==> src/rtl/core/bqpk_pkg.sv <==
// ----------------------------------------------------------------------------
// bqpk_pkg
// Shared widths, coefficient reset values and codes for the peaking biquad.
// ----------------------------------------------------------------------------
`default_nettype none

package bqpk_pkg;

    // sample and coefficient formats
    localparam int SAMPLE_W  = 24;
    localparam int COEF_W    = 32;
    localparam int COEF_FRAC = 24;
    localparam int NORM_W    = 29;
    localparam int NORM_FRAC = 30;

    // five products of COEF_W x SAMPLE_W plus growth for the sum
    localparam int ACC_W  = COEF_W + SAMPLE_W + 2;
    localparam int MAG_W  = ACC_W - 1;
    localparam int HI_W   = MAG_W - NORM_FRAC;
    localparam int SCL_W  = MAG_W;
    localparam int RMAG_W = SCL_W - COEF_FRAC;

    // shared multiplier operands are signed, one bit above the coefficient
    localparam int OP_W   = COEF_W + 1;
    localparam int PROD_W = 2 * OP_W;

    localparam logic [SCL_W-1:0]  RND_HALF = SCL_W'(1) << (COEF_FRAC - 1);
    localparam logic [RMAG_W-1:0] POS_LIM  = (RMAG_W'(1) << (SAMPLE_W - 1)) - RMAG_W'(1);
    localparam logic [RMAG_W-1:0] NEG_LIM  = RMAG_W'(1) << (SAMPLE_W - 1);

    // configuration register indexes
    localparam int CFG_ADDR_W = 3;
    localparam logic [CFG_ADDR_W-1:0] REG_FWD0 = 3'd0;
    localparam logic [CFG_ADDR_W-1:0] REG_FWD1 = 3'd1;
    localparam logic [CFG_ADDR_W-1:0] REG_FWD2 = 3'd2;
    localparam logic [CFG_ADDR_W-1:0] REG_FBK1 = 3'd3;
    localparam logic [CFG_ADDR_W-1:0] REG_FBK2 = 3'd4;
    localparam logic [CFG_ADDR_W-1:0] REG_NORM = 3'd5;

    // coefficient reset values, identity response
    localparam logic [COEF_W-1:0] RST_FWD0 = 32'h0400_0000;
    localparam logic [COEF_W-1:0] RST_FWD1 = 32'hF800_0000;
    localparam logic [COEF_W-1:0] RST_FWD2 = 32'h0400_0000;
    localparam logic [COEF_W-1:0] RST_FBK1 = 32'h0800_0000;
    localparam logic [COEF_W-1:0] RST_FBK2 = 32'hFC00_0000;
    localparam logic [NORM_W-1:0] RST_NORM = 29'h1000_0000;

    // multiplier operand select codes
    localparam int SEL_W = 3;
    localparam logic [SEL_W-1:0] SEL_FWD0 = 3'd0;
    localparam logic [SEL_W-1:0] SEL_FWD1 = 3'd1;
    localparam logic [SEL_W-1:0] SEL_FWD2 = 3'd2;
    localparam logic [SEL_W-1:0] SEL_FBK1 = 3'd3;
    localparam logic [SEL_W-1:0] SEL_FBK2 = 3'd4;
    localparam logic [SEL_W-1:0] SEL_NHI  = 3'd5;
    localparam logic [SEL_W-1:0] SEL_NLO  = 3'd6;

    // controller to datapath commands
    typedef struct packed {
        logic             load;       // capture new sample, clear accumulator
        logic             mul_en;     // register one product
        logic [SEL_W-1:0] mul_sel;
        logic             acc_add;    // add registered product to accumulator
        logic             mag_en;     // split accumulator into sign and magnitude
        logic             scale_hi;   // take upper normalizer product
        logic             scale_sum;  // add lower product and rounding half
        logic             commit;     // saturate, update delays, load output
    } t_dp_cmd;

endpackage

`default_nettype wire

==> src/rtl/core/bqpk_ctrl.sv <==
// ----------------------------------------------------------------------------
// bqpk_ctrl
// Sequencer for the biquad: steps the shared multiplier and owns the
// handshake state of both stream sides.
// ----------------------------------------------------------------------------
`default_nettype none

module bqpk_ctrl (
    input  wire                   i_clk,
    input  wire                   i_rst_n,
    input  wire                   i_in_valid,
    output logic                  o_in_ready,
    output logic                  o_out_valid,
    input  wire                   i_out_ready,
    output bqpk_pkg::t_dp_cmd     o_cmd
);
    import bqpk_pkg::*;

    localparam logic [2:0] ST_IDLE = 3'd0;
    localparam logic [2:0] ST_MUL  = 3'd1;
    localparam logic [2:0] ST_ACC  = 3'd2;
    localparam logic [2:0] ST_MAG  = 3'd3;
    localparam logic [2:0] ST_NHI  = 3'd4;
    localparam logic [2:0] ST_NLO  = 3'd5;
    localparam logic [2:0] ST_NSUM = 3'd6;
    localparam logic [2:0] ST_DONE = 3'd7;

    localparam logic [SEL_W-1:0] LAST_TAP = SEL_FBK2;

    logic [2:0]       r_state, n_state;
    logic [SEL_W-1:0] r_step, n_step;
    logic             r_out_valid, n_out_valid;
    logic             w_out_free;

    assign w_out_free  = !r_out_valid || i_out_ready;
    assign o_in_ready  = (r_state == ST_IDLE);
    assign o_out_valid = r_out_valid;

    // next state and commands
    always_comb begin
        n_state     = r_state;
        n_step      = r_step;
        n_out_valid = r_out_valid && !i_out_ready;
        o_cmd       = '0;
        case (r_state)
            ST_IDLE: begin
                n_step = SEL_FWD0;
                if (i_in_valid) begin
                    o_cmd.load = 1'b1;
                    n_state    = ST_MUL;
                end
            end
            ST_MUL: begin
                o_cmd.mul_en  = 1'b1;
                o_cmd.mul_sel = r_step;
                o_cmd.acc_add = (r_step != SEL_FWD0);
                n_step        = r_step + SEL_W'(1);
                if (r_step == LAST_TAP) begin
                    n_state = ST_ACC;
                end
            end
            ST_ACC: begin
                o_cmd.acc_add = 1'b1;
                n_state       = ST_MAG;
            end
            ST_MAG: begin
                o_cmd.mag_en = 1'b1;
                n_state      = ST_NHI;
            end
            ST_NHI: begin
                o_cmd.mul_en  = 1'b1;
                o_cmd.mul_sel = SEL_NHI;
                n_state       = ST_NLO;
            end
            ST_NLO: begin
                o_cmd.mul_en   = 1'b1;
                o_cmd.mul_sel  = SEL_NLO;
                o_cmd.scale_hi = 1'b1;
                n_state        = ST_NSUM;
            end
            ST_NSUM: begin
                o_cmd.scale_sum = 1'b1;
                n_state         = ST_DONE;
            end
            ST_DONE: begin
                // wait until the output register can take the result
                if (w_out_free) begin
                    o_cmd.commit = 1'b1;
                    n_out_valid  = 1'b1;
                    n_state      = ST_IDLE;
                end
            end
            default: begin
                n_state = ST_IDLE;
            end
        endcase
    end

    // control registers
    always_ff @(posedge i_clk) begin
        if (!i_rst_n) begin
            r_state     <= ST_IDLE;
            r_step      <= SEL_FWD0;
            r_out_valid <= 1'b0;
        end else begin
            r_state     <= n_state;
            r_step      <= n_step;
            r_out_valid <= n_out_valid;
        end
    end

endmodule

`default_nettype wire

==> src/rtl/core/bqpk_dp.sv <==
// ----------------------------------------------------------------------------
// bqpk_dp
// Biquad datapath: coefficient registers, delay line, one shared signed
// multiplier, accumulator, normalizer scaling, rounding and saturation.
// ----------------------------------------------------------------------------
`default_nettype none

module bqpk_dp (
    input  wire                                       i_clk,
    input  wire                                       i_rst_n,
    input  bqpk_pkg::t_dp_cmd                         i_cmd,
    input  wire signed [bqpk_pkg::SAMPLE_W-1:0]       i_sample,
    input  wire                                       i_cfg_we,
    input  wire        [bqpk_pkg::CFG_ADDR_W-1:0]     i_cfg_addr,
    input  wire        [bqpk_pkg::COEF_W-1:0]         i_cfg_data,
    output logic signed [bqpk_pkg::SAMPLE_W-1:0]      o_sample,
    output logic                                      o_clipped
);
    import bqpk_pkg::*;

    // coefficients
    logic signed [COEF_W-1:0] r_fwd0, r_fwd1, r_fwd2, r_fbk1, r_fbk2;
    logic        [NORM_W-1:0] r_norm;

    // delay line and current sample
    logic signed [SAMPLE_W-1:0] r_x0, r_x1, r_x2, r_y1, r_y2;

    // arithmetic registers
    logic signed [PROD_W-1:0] r_prod;
    logic signed [ACC_W-1:0]  r_acc;
    logic                     r_neg;
    logic        [MAG_W-1:0]  r_mag;
    logic        [SCL_W-1:0]  r_scaled;
    logic signed [SAMPLE_W-1:0] r_sample_out;
    logic                       r_clipped;

    logic signed [OP_W-1:0]     w_op_a, w_op_b;
    logic signed [COEF_W-1:0]   w_tap;
    logic signed [SAMPLE_W-1:0] w_smp;
    logic signed [ACC_W-1:0]    w_acc_neg;
    logic        [RMAG_W-1:0]   w_rmag, w_rmag_sat;
    logic                       w_clip;
    logic signed [SAMPLE_W-1:0] w_y;

    // configuration writes, unknown indexes ignored
    always_ff @(posedge i_clk) begin
        if (!i_rst_n) begin
            r_fwd0 <= RST_FWD0;
            r_fwd1 <= RST_FWD1;
            r_fwd2 <= RST_FWD2;
            r_fbk1 <= RST_FBK1;
            r_fbk2 <= RST_FBK2;
            r_norm <= RST_NORM;
        end else if (i_cfg_we) begin
            case (i_cfg_addr)
                REG_FWD0: r_fwd0 <= i_cfg_data;
                REG_FWD1: r_fwd1 <= i_cfg_data;
                REG_FWD2: r_fwd2 <= i_cfg_data;
                REG_FBK1: r_fbk1 <= i_cfg_data;
                REG_FBK2: r_fbk2 <= i_cfg_data;
                REG_NORM: r_norm <= i_cfg_data[NORM_W-1:0];
                default: begin
                end
            endcase
        end
    end

    // multiplier operand select
    always_comb begin
        w_tap = r_fwd0;
        w_smp = r_x0;
        case (i_cmd.mul_sel)
            SEL_FWD0: begin w_tap = r_fwd0; w_smp = r_x0; end
            SEL_FWD1: begin w_tap = r_fwd1; w_smp = r_x1; end
            SEL_FWD2: begin w_tap = r_fwd2; w_smp = r_x2; end
            SEL_FBK1: begin w_tap = r_fbk1; w_smp = r_y1; end
            SEL_FBK2: begin w_tap = r_fbk2; w_smp = r_y2; end
            default: begin
            end
        endcase

        w_op_a = {w_tap[COEF_W-1], w_tap};
        w_op_b = {{(OP_W-SAMPLE_W){w_smp[SAMPLE_W-1]}}, w_smp};
        case (i_cmd.mul_sel)
            SEL_NHI: begin
                w_op_a = {{(OP_W-HI_W){1'b0}}, r_mag[MAG_W-1:NORM_FRAC]};
                w_op_b = {{(OP_W-NORM_W){1'b0}}, r_norm};
            end
            SEL_NLO: begin
                w_op_a = {{(OP_W-NORM_FRAC){1'b0}}, r_mag[NORM_FRAC-1:0]};
                w_op_b = {{(OP_W-NORM_W){1'b0}}, r_norm};
            end
            default: begin
            end
        endcase
    end

    assign w_acc_neg = -r_acc;

    // round, then clamp to the sample range
    always_comb begin
        w_rmag     = r_scaled[SCL_W-1:COEF_FRAC];
        w_clip     = r_neg ? (w_rmag > NEG_LIM) : (w_rmag > POS_LIM);
        w_rmag_sat = w_clip ? (r_neg ? NEG_LIM : POS_LIM) : w_rmag;
        w_y        = r_neg ? -w_rmag_sat[SAMPLE_W-1:0] : w_rmag_sat[SAMPLE_W-1:0];
    end

    // shared multiplier, accumulator and scaling
    always_ff @(posedge i_clk) begin
        if (i_cmd.load) begin
            r_x0  <= i_sample;
            r_acc <= '0;
        end
        if (i_cmd.mul_en) begin
            r_prod <= w_op_a * w_op_b;
        end
        if (i_cmd.acc_add) begin
            r_acc <= r_acc + r_prod[ACC_W-1:0];
        end
        if (i_cmd.mag_en) begin
            r_neg <= r_acc[ACC_W-1];
            r_mag <= r_acc[ACC_W-1] ? w_acc_neg[MAG_W-1:0] : r_acc[MAG_W-1:0];
        end
        if (i_cmd.scale_hi) begin
            r_scaled <= r_prod[SCL_W-1:0];
        end
        if (i_cmd.scale_sum) begin
            r_scaled <= r_scaled + RND_HALF
                      + {{(SCL_W-NORM_W){1'b0}}, r_prod[NORM_FRAC+NORM_W-1:NORM_FRAC]};
        end
        if (i_cmd.commit) begin
            r_sample_out <= w_y;
            r_clipped    <= w_clip;
        end
    end

    // delay line, cleared by reset
    always_ff @(posedge i_clk) begin
        if (!i_rst_n) begin
            r_x1 <= '0;
            r_x2 <= '0;
            r_y1 <= '0;
            r_y2 <= '0;
        end else if (i_cmd.commit) begin
            r_x1 <= r_x0;
            r_x2 <= r_x1;
            r_y1 <= w_y;
            r_y2 <= r_y1;
        end
    end

    assign o_sample  = r_sample_out;
    assign o_clipped = r_clipped;

endmodule

`default_nettype wire

==> src/rtl/core/biquad_peaking_filter_core.sv <==
// From an input transfer, tap, accumulate, magnitude, normalizer and rounding steps
//   run before m_axis_tvalid, plus any output stall. The next sample waits for commit,
//   as five tap and two normalizer products share the one 33x33 multiplier.
// A finished sample waits in the output register while the next one is taken.
// Reset (i_rst_n low, synchronous) clears the delay line and loads the
//   identity coefficients.
// ----------------------------------------------------------------------------
// biquad_peaking_filter_core
// Direct form 1 peaking EQ biquad on signed 24-bit samples, with
// rounding, saturation and a clip flag per output sample.
// ----------------------------------------------------------------------------
`default_nettype none

module biquad_peaking_filter_core (
    input  wire                                   i_clk,
    input  wire                                   i_rst_n,
    // input stream
    input  wire                                   s_axis_tvalid,
    output logic                                  s_axis_tready,
    input  wire  [bqpk_pkg::SAMPLE_W-1:0]         s_axis_tdata,   // [23:0] sample_in
    // output stream
    output logic                                  m_axis_tvalid,
    input  wire                                   m_axis_tready,
    output logic [bqpk_pkg::SAMPLE_W-1:0]         m_axis_tdata,   // [23:0] sample_out
    output logic                                  m_axis_tuser,   // [0] clipped
    // configuration write channel
    input  wire                                   i_cfg_valid,
    output logic                                  o_cfg_ready,
    input  wire  [bqpk_pkg::CFG_ADDR_W-1:0]       i_cfg_addr,
    input  wire  [bqpk_pkg::COEF_W-1:0]           i_cfg_data
);
    import bqpk_pkg::*;

    t_dp_cmd                    w_cmd;
    logic signed [SAMPLE_W-1:0] w_sample_out;

    assign o_cfg_ready = 1'b1;

    // sequencer
    bqpk_ctrl u_ctrl (
        .i_clk       (i_clk),
        .i_rst_n     (i_rst_n),
        .i_in_valid  (s_axis_tvalid),
        .o_in_ready  (s_axis_tready),
        .o_out_valid (m_axis_tvalid),
        .i_out_ready (m_axis_tready),
        .o_cmd       (w_cmd)
    );

    // arithmetic
    bqpk_dp u_dp (
        .i_clk      (i_clk),
        .i_rst_n    (i_rst_n),
        .i_cmd      (w_cmd),
        .i_sample   (s_axis_tdata),
        .i_cfg_we   (i_cfg_valid),
        .i_cfg_addr (i_cfg_addr),
        .i_cfg_data (i_cfg_data),
        .o_sample   (w_sample_out),
        .o_clipped  (m_axis_tuser)
    );

    assign m_axis_tdata = w_sample_out;

endmodule

`default_nettype wire

==> config.mk <==
export PLATFORM = sky130hd
export DESIGN_NAME = biquad_peaking_filter_core
export DESIGN_NICKNAME = d
export VERILOG_FILES = /design/src/rtl/core/bqpk_pkg.sv /design/src/rtl/core/bqpk_ctrl.sv /design/src/rtl/core/bqpk_dp.sv /design/src/rtl/core/biquad_peaking_filter_core.sv
export SDC_FILE = /design/constraint.sdc
export NUM_CORES = 2
export LEC_CHECK = 0
export CAP_MARGIN = 30
export CORE_ASPECT_RATIO = 2
export CORE_MARGIN = 4
export CORE_UTILIZATION = 55
export DETAILED_ROUTE_END_ITERATION = 7
export DONT_BUFFER_PORTS = 1
export PLACE_DENSITY = 0.7
export SYNTH_ARGS = -nofsm -noshare
export SYNTH_HDL_FRONTEND = slang
export SYNTH_SLANG_ARGS = --single-unit
export TNS_END_PERCENT = 50
==> constraint.sdc <==
create_clock -name i_clk -period 23.4 [get_ports i_clk]
set_clock_uncertainty 0.15 [all_clocks]
set_input_delay 3.51 -clock i_clk [delete_from_list [all_inputs] [get_ports i_clk]]
set_output_delay 3.51 -clock i_clk [all_outputs]
set_load 0.05 [all_outputs]
After elaboration in Yosys (flattened, before gate mapping). Cells that the tools add are included. W data, S select, Z words.

Muxes and demuxes: 29. Multipliers: 1. Equal/unequal tests: 22. Reduce and logical (&&, ||, !) cells: 18. Magnitude comparators: 2. Add/sub/neg operators: 6.

Operators with widths (count): $mux W57 (3); $pmux W32 S4 (1); $mux W58 (2); $pmux W24 S4 (1); $mux W24 (3); $pmux W33 S2 (1); $mul A33 B33 Y59 (1); $add A58 B58 Y58 (1); $add A57 B24 Y57 const B (1); $add A57 B29 Y57 (1); $neg A57 Y57 (1); $gt A33 B23 Y1 const B (1); $gt A33 B24 Y1 const B (1); $mux W33 (1); $eq A3 B3 Y1 const B (10); $neg A24 Y24 (1); $pmux W3 S8 (1); $eq A3 B2 Y1 const B (6); $pmux W4 S3 (1); $reduce_and A2 Y1 (6); $mux W1 (10); $eq A3 B1 Y1 const B (3); $mux W3 (3); $logic_not A3 Y1 (2); 12 further kinds (16).

Logic and storage cells: 99. Flip-flop bits (word level): 573. Input bits: 64. Output and inout port bits: 28.

Longest topological paths before layout.
Word-level depth: 6. Gate-level depth with buffers: 40. Gate-level depth less buffers: 35.

Cells and area by module. A second synthesis with hierarchy kept.

Cell total of the unflattened synthesis: 7061. Area, all modules: 65331.4 um2.

By module, submodules not included: bqpk_dp (sequential area each 14143.6 um2, times used 1, cells an instance 6999, area an instance 64848.4 um2); bqpk_ctrl (sequential area each 140.1 um2, times used 1, cells an instance 60, area an instance 471.7 um2); biquad_peaking_filter_core (sequential area each 0.0 um2, times used 1, cells an instance 2, area an instance 11.3 um2).

Worst setup path after synthesis. Ideal clock, no wire load.

Path type: flip-flop to flip-flop. From: register u_ctrl.r_step[2]. To: register u_dp.r_prod[57] (data pin). Setup time: 258 ps. Buffers on the path: 2. Arrival time: 9151 ps. Setup slack: 13841 ps. Cell stages (with the launch flop): 35. Data required time: 22992 ps. Cell sequence: dfxtp_1 or4b_1 a21oi_2 nor2_1 clkbuf_1 a221oi_1 nor2_1 a221oi_2 clkbuf_1 nor2_1 fa_1 fa_1 inv_1 fa_1 inv_1 fa_1 inv_1 fa_1 inv_1 fa_1 fa_1 inv_1 fa_1 inv_1 ha_1 a21o_1 a311oi_1 o21ai_0 a221oi_1 a31oi_1 a31oi_1 o211ai_1 a211o_1 a31oi_1 xnor2_1.

Cells in the longest elaborated chain, start to end: 5. Elaborated cells on any way between the ends: 13. Those cells by class: mul (1); eq/ne (6); mux (5); reduce/logical (1).

Ends and longest elaborated chain: from (decl) (RTL line bqpk_ctrl.sv:31) `logic [SEL_W-1:0] r_step, n_step;`; from (signal assigned) (RTL line bqpk_ctrl.sv:107) `r_step <= n_step;`; $pmux W4 S3 * (RTL line bqpk_ctrl.sv:45) `case (r_state)`; $eq A3 B3 Y1 (tied with other cells) (RTL line bqpk_dp.sv:72) `case (i_cmd.mul_sel)`; $pmux W32 S4 (tied with other cells) (RTL line bqpk_dp.sv:72); $pmux W33 S2 or $mux W33 (tied branches) (RTL line bqpk_dp.sv:84) `case (i_cmd.mul_sel)`; $mul A33 B33 Y59 * (RTL line bqpk_dp.sv:115) `r_prod <= w_op_a * w_op_b;`; to (signal assigned) (RTL line bqpk_dp.sv:115); to (decl) (RTL line bqpk_dp.sv:29) `logic signed [PROD_W-1:0] r_prod;`.

Every way passes the cells marked *; elsewhere a longest branch is shown, timed or not. A chain may end at the register's enable or synchronous reset.

Worst setup path in the final report.
From: register u_ctrl.r_state[1]. To: register u_dp.r_prod[53] (data pin).

Cells in the longest elaborated chain, start to end: 6. Elaborated cells on any way between the ends: 16. Those cells by class: mul (1); eq/ne (9); mux (5); reduce/logical (1).

Ends and longest elaborated chain: from (decl) (RTL line bqpk_ctrl.sv:30) `logic [2:0] r_state, n_state;`; from (signal assigned) (RTL line bqpk_ctrl.sv:106) `r_state <= n_state;`; $eq A3 B3 Y1 or $eq A3 B1 Y1 (tied branches) (RTL line bqpk_ctrl.sv:45); $pmux W4 S3 * (RTL line bqpk_ctrl.sv:45); $eq A3 B3 Y1 (tied with other cells) (RTL line bqpk_dp.sv:72); $pmux W32 S4 (tied with other cells) (RTL line bqpk_dp.sv:72); $pmux W33 S2 or $mux W33 (tied branches) (RTL line bqpk_dp.sv:84); $mul A33 B33 Y59 * (RTL line bqpk_dp.sv:115).

Marks and branches as above.

==> results.yml <==
logic_synthesis:
  synth-edff-count: 281
  ys_warnings: 0
  synth.avg_cell_area_um2: 8.93
  synth_cell_types: 88
  postSynthCellCount: 7212
  synth-seq-cells: 573
  post_synth_top_flop: "sky130_fd_sc_hd__dfxtp_1"
  mappedNetlistNets: 8641
  synth_async_sr_flop_share_pct: 0
  synth_seq_area_share_pct: 22.2
  synth_area_um2: 64400
timing:
  period_minus_slack_ns: 13.15
  max-slew-margin-rel_pct: 26.0
  timing.hold.ws_ns: 0.303
  timing.setup.tns_ns: 0
  worst_slew_pin_slew_ns: 1.10
  timing_hold_violations_final: 0
  endpoints_failing_setup: 0
  max_freq_mhz: 76.0
  grt_setup_unrepaired: "false"
  period_share_pct: 56.2
  slew_viols_final: 0
floorplanning:
  floorplan.core_area_um2: 116000
  effective_utilization_at_floorplan_pct: 55.4
  die_x_um: 250
  die-height_um: 492
  ioPinCount: 92
  std_cell_rows: 177
  fp.dieArea_um2: 123000
place:
  placed_cells_incl_taps: 8470
  dp.final_hpwl_um: 181000
  routabilityCongestion: 0.999
  port-buffer-count: 0
global_route:
  antenna_found_initial: 6
  grt_pass1_wl_um: 346000
  grt_overflow_total: 0
  grt_pass1_vias: 55700
  global_route.usage.total_pct: 37.7
  grt_max_degree: 112
power:
  power_density_nw_per_um2: 112
  max-vdd-ir-drop_mv: 0.149
  power.leakage_nw: 30.6
drt:
  drcViolationCount: 4
  firstDrtPassIters: 8
  remaining_number_of_nets_flagged_by_the_antenna_check_after_routing: 0
  wire_per_inst_um: 26.9
  drt-total-wl_um: 231000
  count_of_vias_placed_by_the_detailed_router: 52400
  via_density: 6.10
  detail_route.iter0.violations: 4634
cts:
  longest_clk_path_bufs: 3
  clock_sink_count: 573
  clk_root_buffer_cell: "sky130_fd_sc_hd__clkbuf_16"
  cts_htree_levels: 2
  cts_hold_buf: 0
  cts.repair_timing.setup_buffer_count: 0
  cts_inserted_buffers: 57
  insertion_delay_ns: 0.68
  cts.repair.resized: 0
  clk_pin_slew_ns: 0.07
  cts_tree: "done"
outcome:
  status: "finished with violations"
  violations: "design-rule violations"
hold_path:
  min-delay-path-class: "register to register"
final_layout:
  layout-drive-gt1-share_pct: 4.99
  finalNetCount: 8440
  area.growth.synth_to_final_pct: 5.70
  final_cell_count_no_fill: 8580
setup_path:
  path_max_fanout: 23
  cp_data_arrival_time_ns: 13.39
  cp-end-kind: "register"
  criticalPathCategory: "register to register"
  critical-path-top-cell-by-count: "sky130_fd_sc_hd__fa_1"
  worst-endpoint-required_ns: 23.64
  worst_setup_path_start_kind: "register"
  cpMaxStageDelayCell: "sky130_fd_sc_hd__o21ai_0"
  cpPeakStageDelay_ns: 1.10
flow_run:
  max-cap-violations: 0
[cells in the mapped netlist (all sizes together), types with 54 or more instances]
cell type	n	share of area, %
nand2	1227	7.1
inv	1102	6.4
fa	1041	32
nor2	695	4.0
a21oi	483	3.8
clkbuf	343	2.0
ha	324	6.3
dfxtp	292	9.1
edfxtp	281	13
o21ai	239	1.9
xnor2	172	2.3
a21o	88	1.0
nand2b	67	0.66
xor2	67	0.91
nand3	61	0.48
nor3	54	0.44
[flip-flops by register name, summed over array words and instances (netlist names)]
name,flops
u_dp.r_mag,57
u_dp.r_prod,59
u_dp.o_sample,24
u_dp.r_scaled,57
u_dp.r_x0,24
u_dp.r_acc,58
u_ctrl.o_out_valid,1
u_dp.r_fwd1,32
u_dp.r_neg,1
u_dp.r_x1,24
u_dp.r_norm,29
u_ctrl.r_state,3
u_dp.r_y1,24
u_ctrl.r_step,3
u_dp.o_clipped,1
u_dp.r_fwd0,32
u_dp.r_fbk2,32
u_dp.r_fbk1,32
u_dp.r_y2,24
u_dp.r_fwd2,32
u_dp.r_x2,24
[routing by layer]
metal  part of all wire (%)  global-route usage, %
met5                  0.021                      0
met4                     13                   35.0
met3                    8.1                   7.29
met2                     48                   63.8
met1                     31                   38.9
[area by class of cell]
type	count	area, um^2
fillers	10200	48200
repair buffers	129	1000
multi-input cells	5148	44800
flip-flops and latches	573	14300
inverters	1102	4150
well taps	1521	1900
clock inverters	29	402
clock buffers	75	1590
diodes	3	7.51
[placed cells by master, fill, tap and decap left out, types with 20 or more instances in the layout]
| cell | Yosys | layout |
|---|---|---|
| sky130_fd_sc_hd__a211oi_1 | 20 | 20 |
| sky130_fd_sc_hd__mux2i_1 | 43 | 42 |
| sky130_fd_sc_hd__o31ai_1 | 23 | 23 |
| sky130_fd_sc_hd__nor2_1 | 695 | 681 |
| sky130_fd_sc_hd__inv_1 | 1101 | 1100 |
| sky130_fd_sc_hd__o21bai_1 | 23 | 23 |
| sky130_fd_sc_hd__or2_2 | 20 | 20 |
| sky130_fd_sc_hd__a31oi_1 | 26 | 24 |
| sky130_fd_sc_hd__nand3_1 | 60 | 58 |
| sky130_fd_sc_hd__nor2b_1 | 33 | 32 |
| sky130_fd_sc_hd__edfxtp_1 | 281 | 281 |
| sky130_fd_sc_hd__o21ai_0 | 221 | 214 |
| sky130_fd_sc_hd__xor2_1 | 67 | 67 |
| sky130_fd_sc_hd__nand4_1 | 35 | 35 |
| sky130_fd_sc_hd__buf_4 | 2 | 124 |
| sky130_fd_sc_hd__o21a_1 | 43 | 42 |
| sky130_fd_sc_hd__nand2b_1 | 66 | 64 |
| sky130_fd_sc_hd__nor3_1 | 53 | 49 |
| sky130_fd_sc_hd__and2_1 | 27 | 27 |
| sky130_fd_sc_hd__nand2_1 | 1227 | 1225 |
| sky130_fd_sc_hd__clkbuf_16 | 0 | 58 |
| sky130_fd_sc_hd__xnor2_1 | 172 | 172 |
| sky130_fd_sc_hd__a22oi_1 | 29 | 29 |
| sky130_fd_sc_hd__or3_1 | 20 | 20 |
| sky130_fd_sc_hd__a21o_1 | 88 | 87 |
| sky130_fd_sc_hd__and3_1 | 33 | 33 |
| sky130_fd_sc_hd__fa_1 | 1041 | 1041 |
| sky130_fd_sc_hd__ha_1 | 324 | 324 |
| sky130_fd_sc_hd__a21oi_1 | 481 | 474 |
| sky130_fd_sc_hd__dfxtp_1 | 292 | 291 |
| sky130_fd_sc_hd__mux2_2 | 25 | 25 |
[report_power, final]
group          internal [mW]  total, mW  switching, mW
sequential              1.27       1.43          0.156
clock                  0.560       1.00          0.442
combinational           1.88       5.21           3.33
total                   3.72       7.64           3.92
[worst max-delay path: cells and delay by family, from the launching register on]
kind | cells | cell delay [ns]
AND/OR/NAND/NOR | 7 | 2.26
flip-flops | 1 | 0.91
AO/OA/AOI/OAI | 8 | 3.93
adder cells (fa/ha/maj) | 9 | 4.84
XOR/XNOR | 1 | 0.14
buffers and inverters | 5 | 0.59
[worst paths after layout]
check                    start              end  slack [ns]  cells after the start
min reg2reg    u_dp.r_fwd0[24]  u_dp.r_fwd0[24]        0.30                      2
min            u_dp.r_fwd0[24]  u_dp.r_fwd0[24]        0.30                      2
max          u_ctrl.r_state[1]  u_dp.r_prod[53]       10.25                     30
max reg2reg  u_ctrl.r_state[1]  u_dp.r_prod[53]       10.25                     30
[logic make-up (layout without fill, tap and decap cells)]
kind of cell / after synthesis / in the layout / share of synthesized area [%]
and+or+nand+nor: 2327 / 2327 / 15.1
buffers and inverters: 1491 / 1335 / 8.74
adders and majority gates: 1365 / 1365 / 38.6
AOI/OAI and AO/OA: 1147 / 1147 / 11.0
DFF: 573 / 573 / 22.2
xor gates and xnor gates: 240 / 240 / 3.28
muxes: 68 / 68 / 1.11
other: 1 / 4 / 0.00582
[stage by stage]
step                      power, mW  cell area (um^2)  worst slack [ns]  util, %
after detailed placement       6.55             66100             10.65     56.8
after floorplan                4.69             64400             13.84        -
after global routing           8.11             68100             10.02     58.6
after global placement         6.53             66000             10.72     56.8
final                          7.64             68100             10.25     58.6
after CTS                      7.60             68000             10.60     58.5
Note: power is estimated with default switching activity, not from simulation.
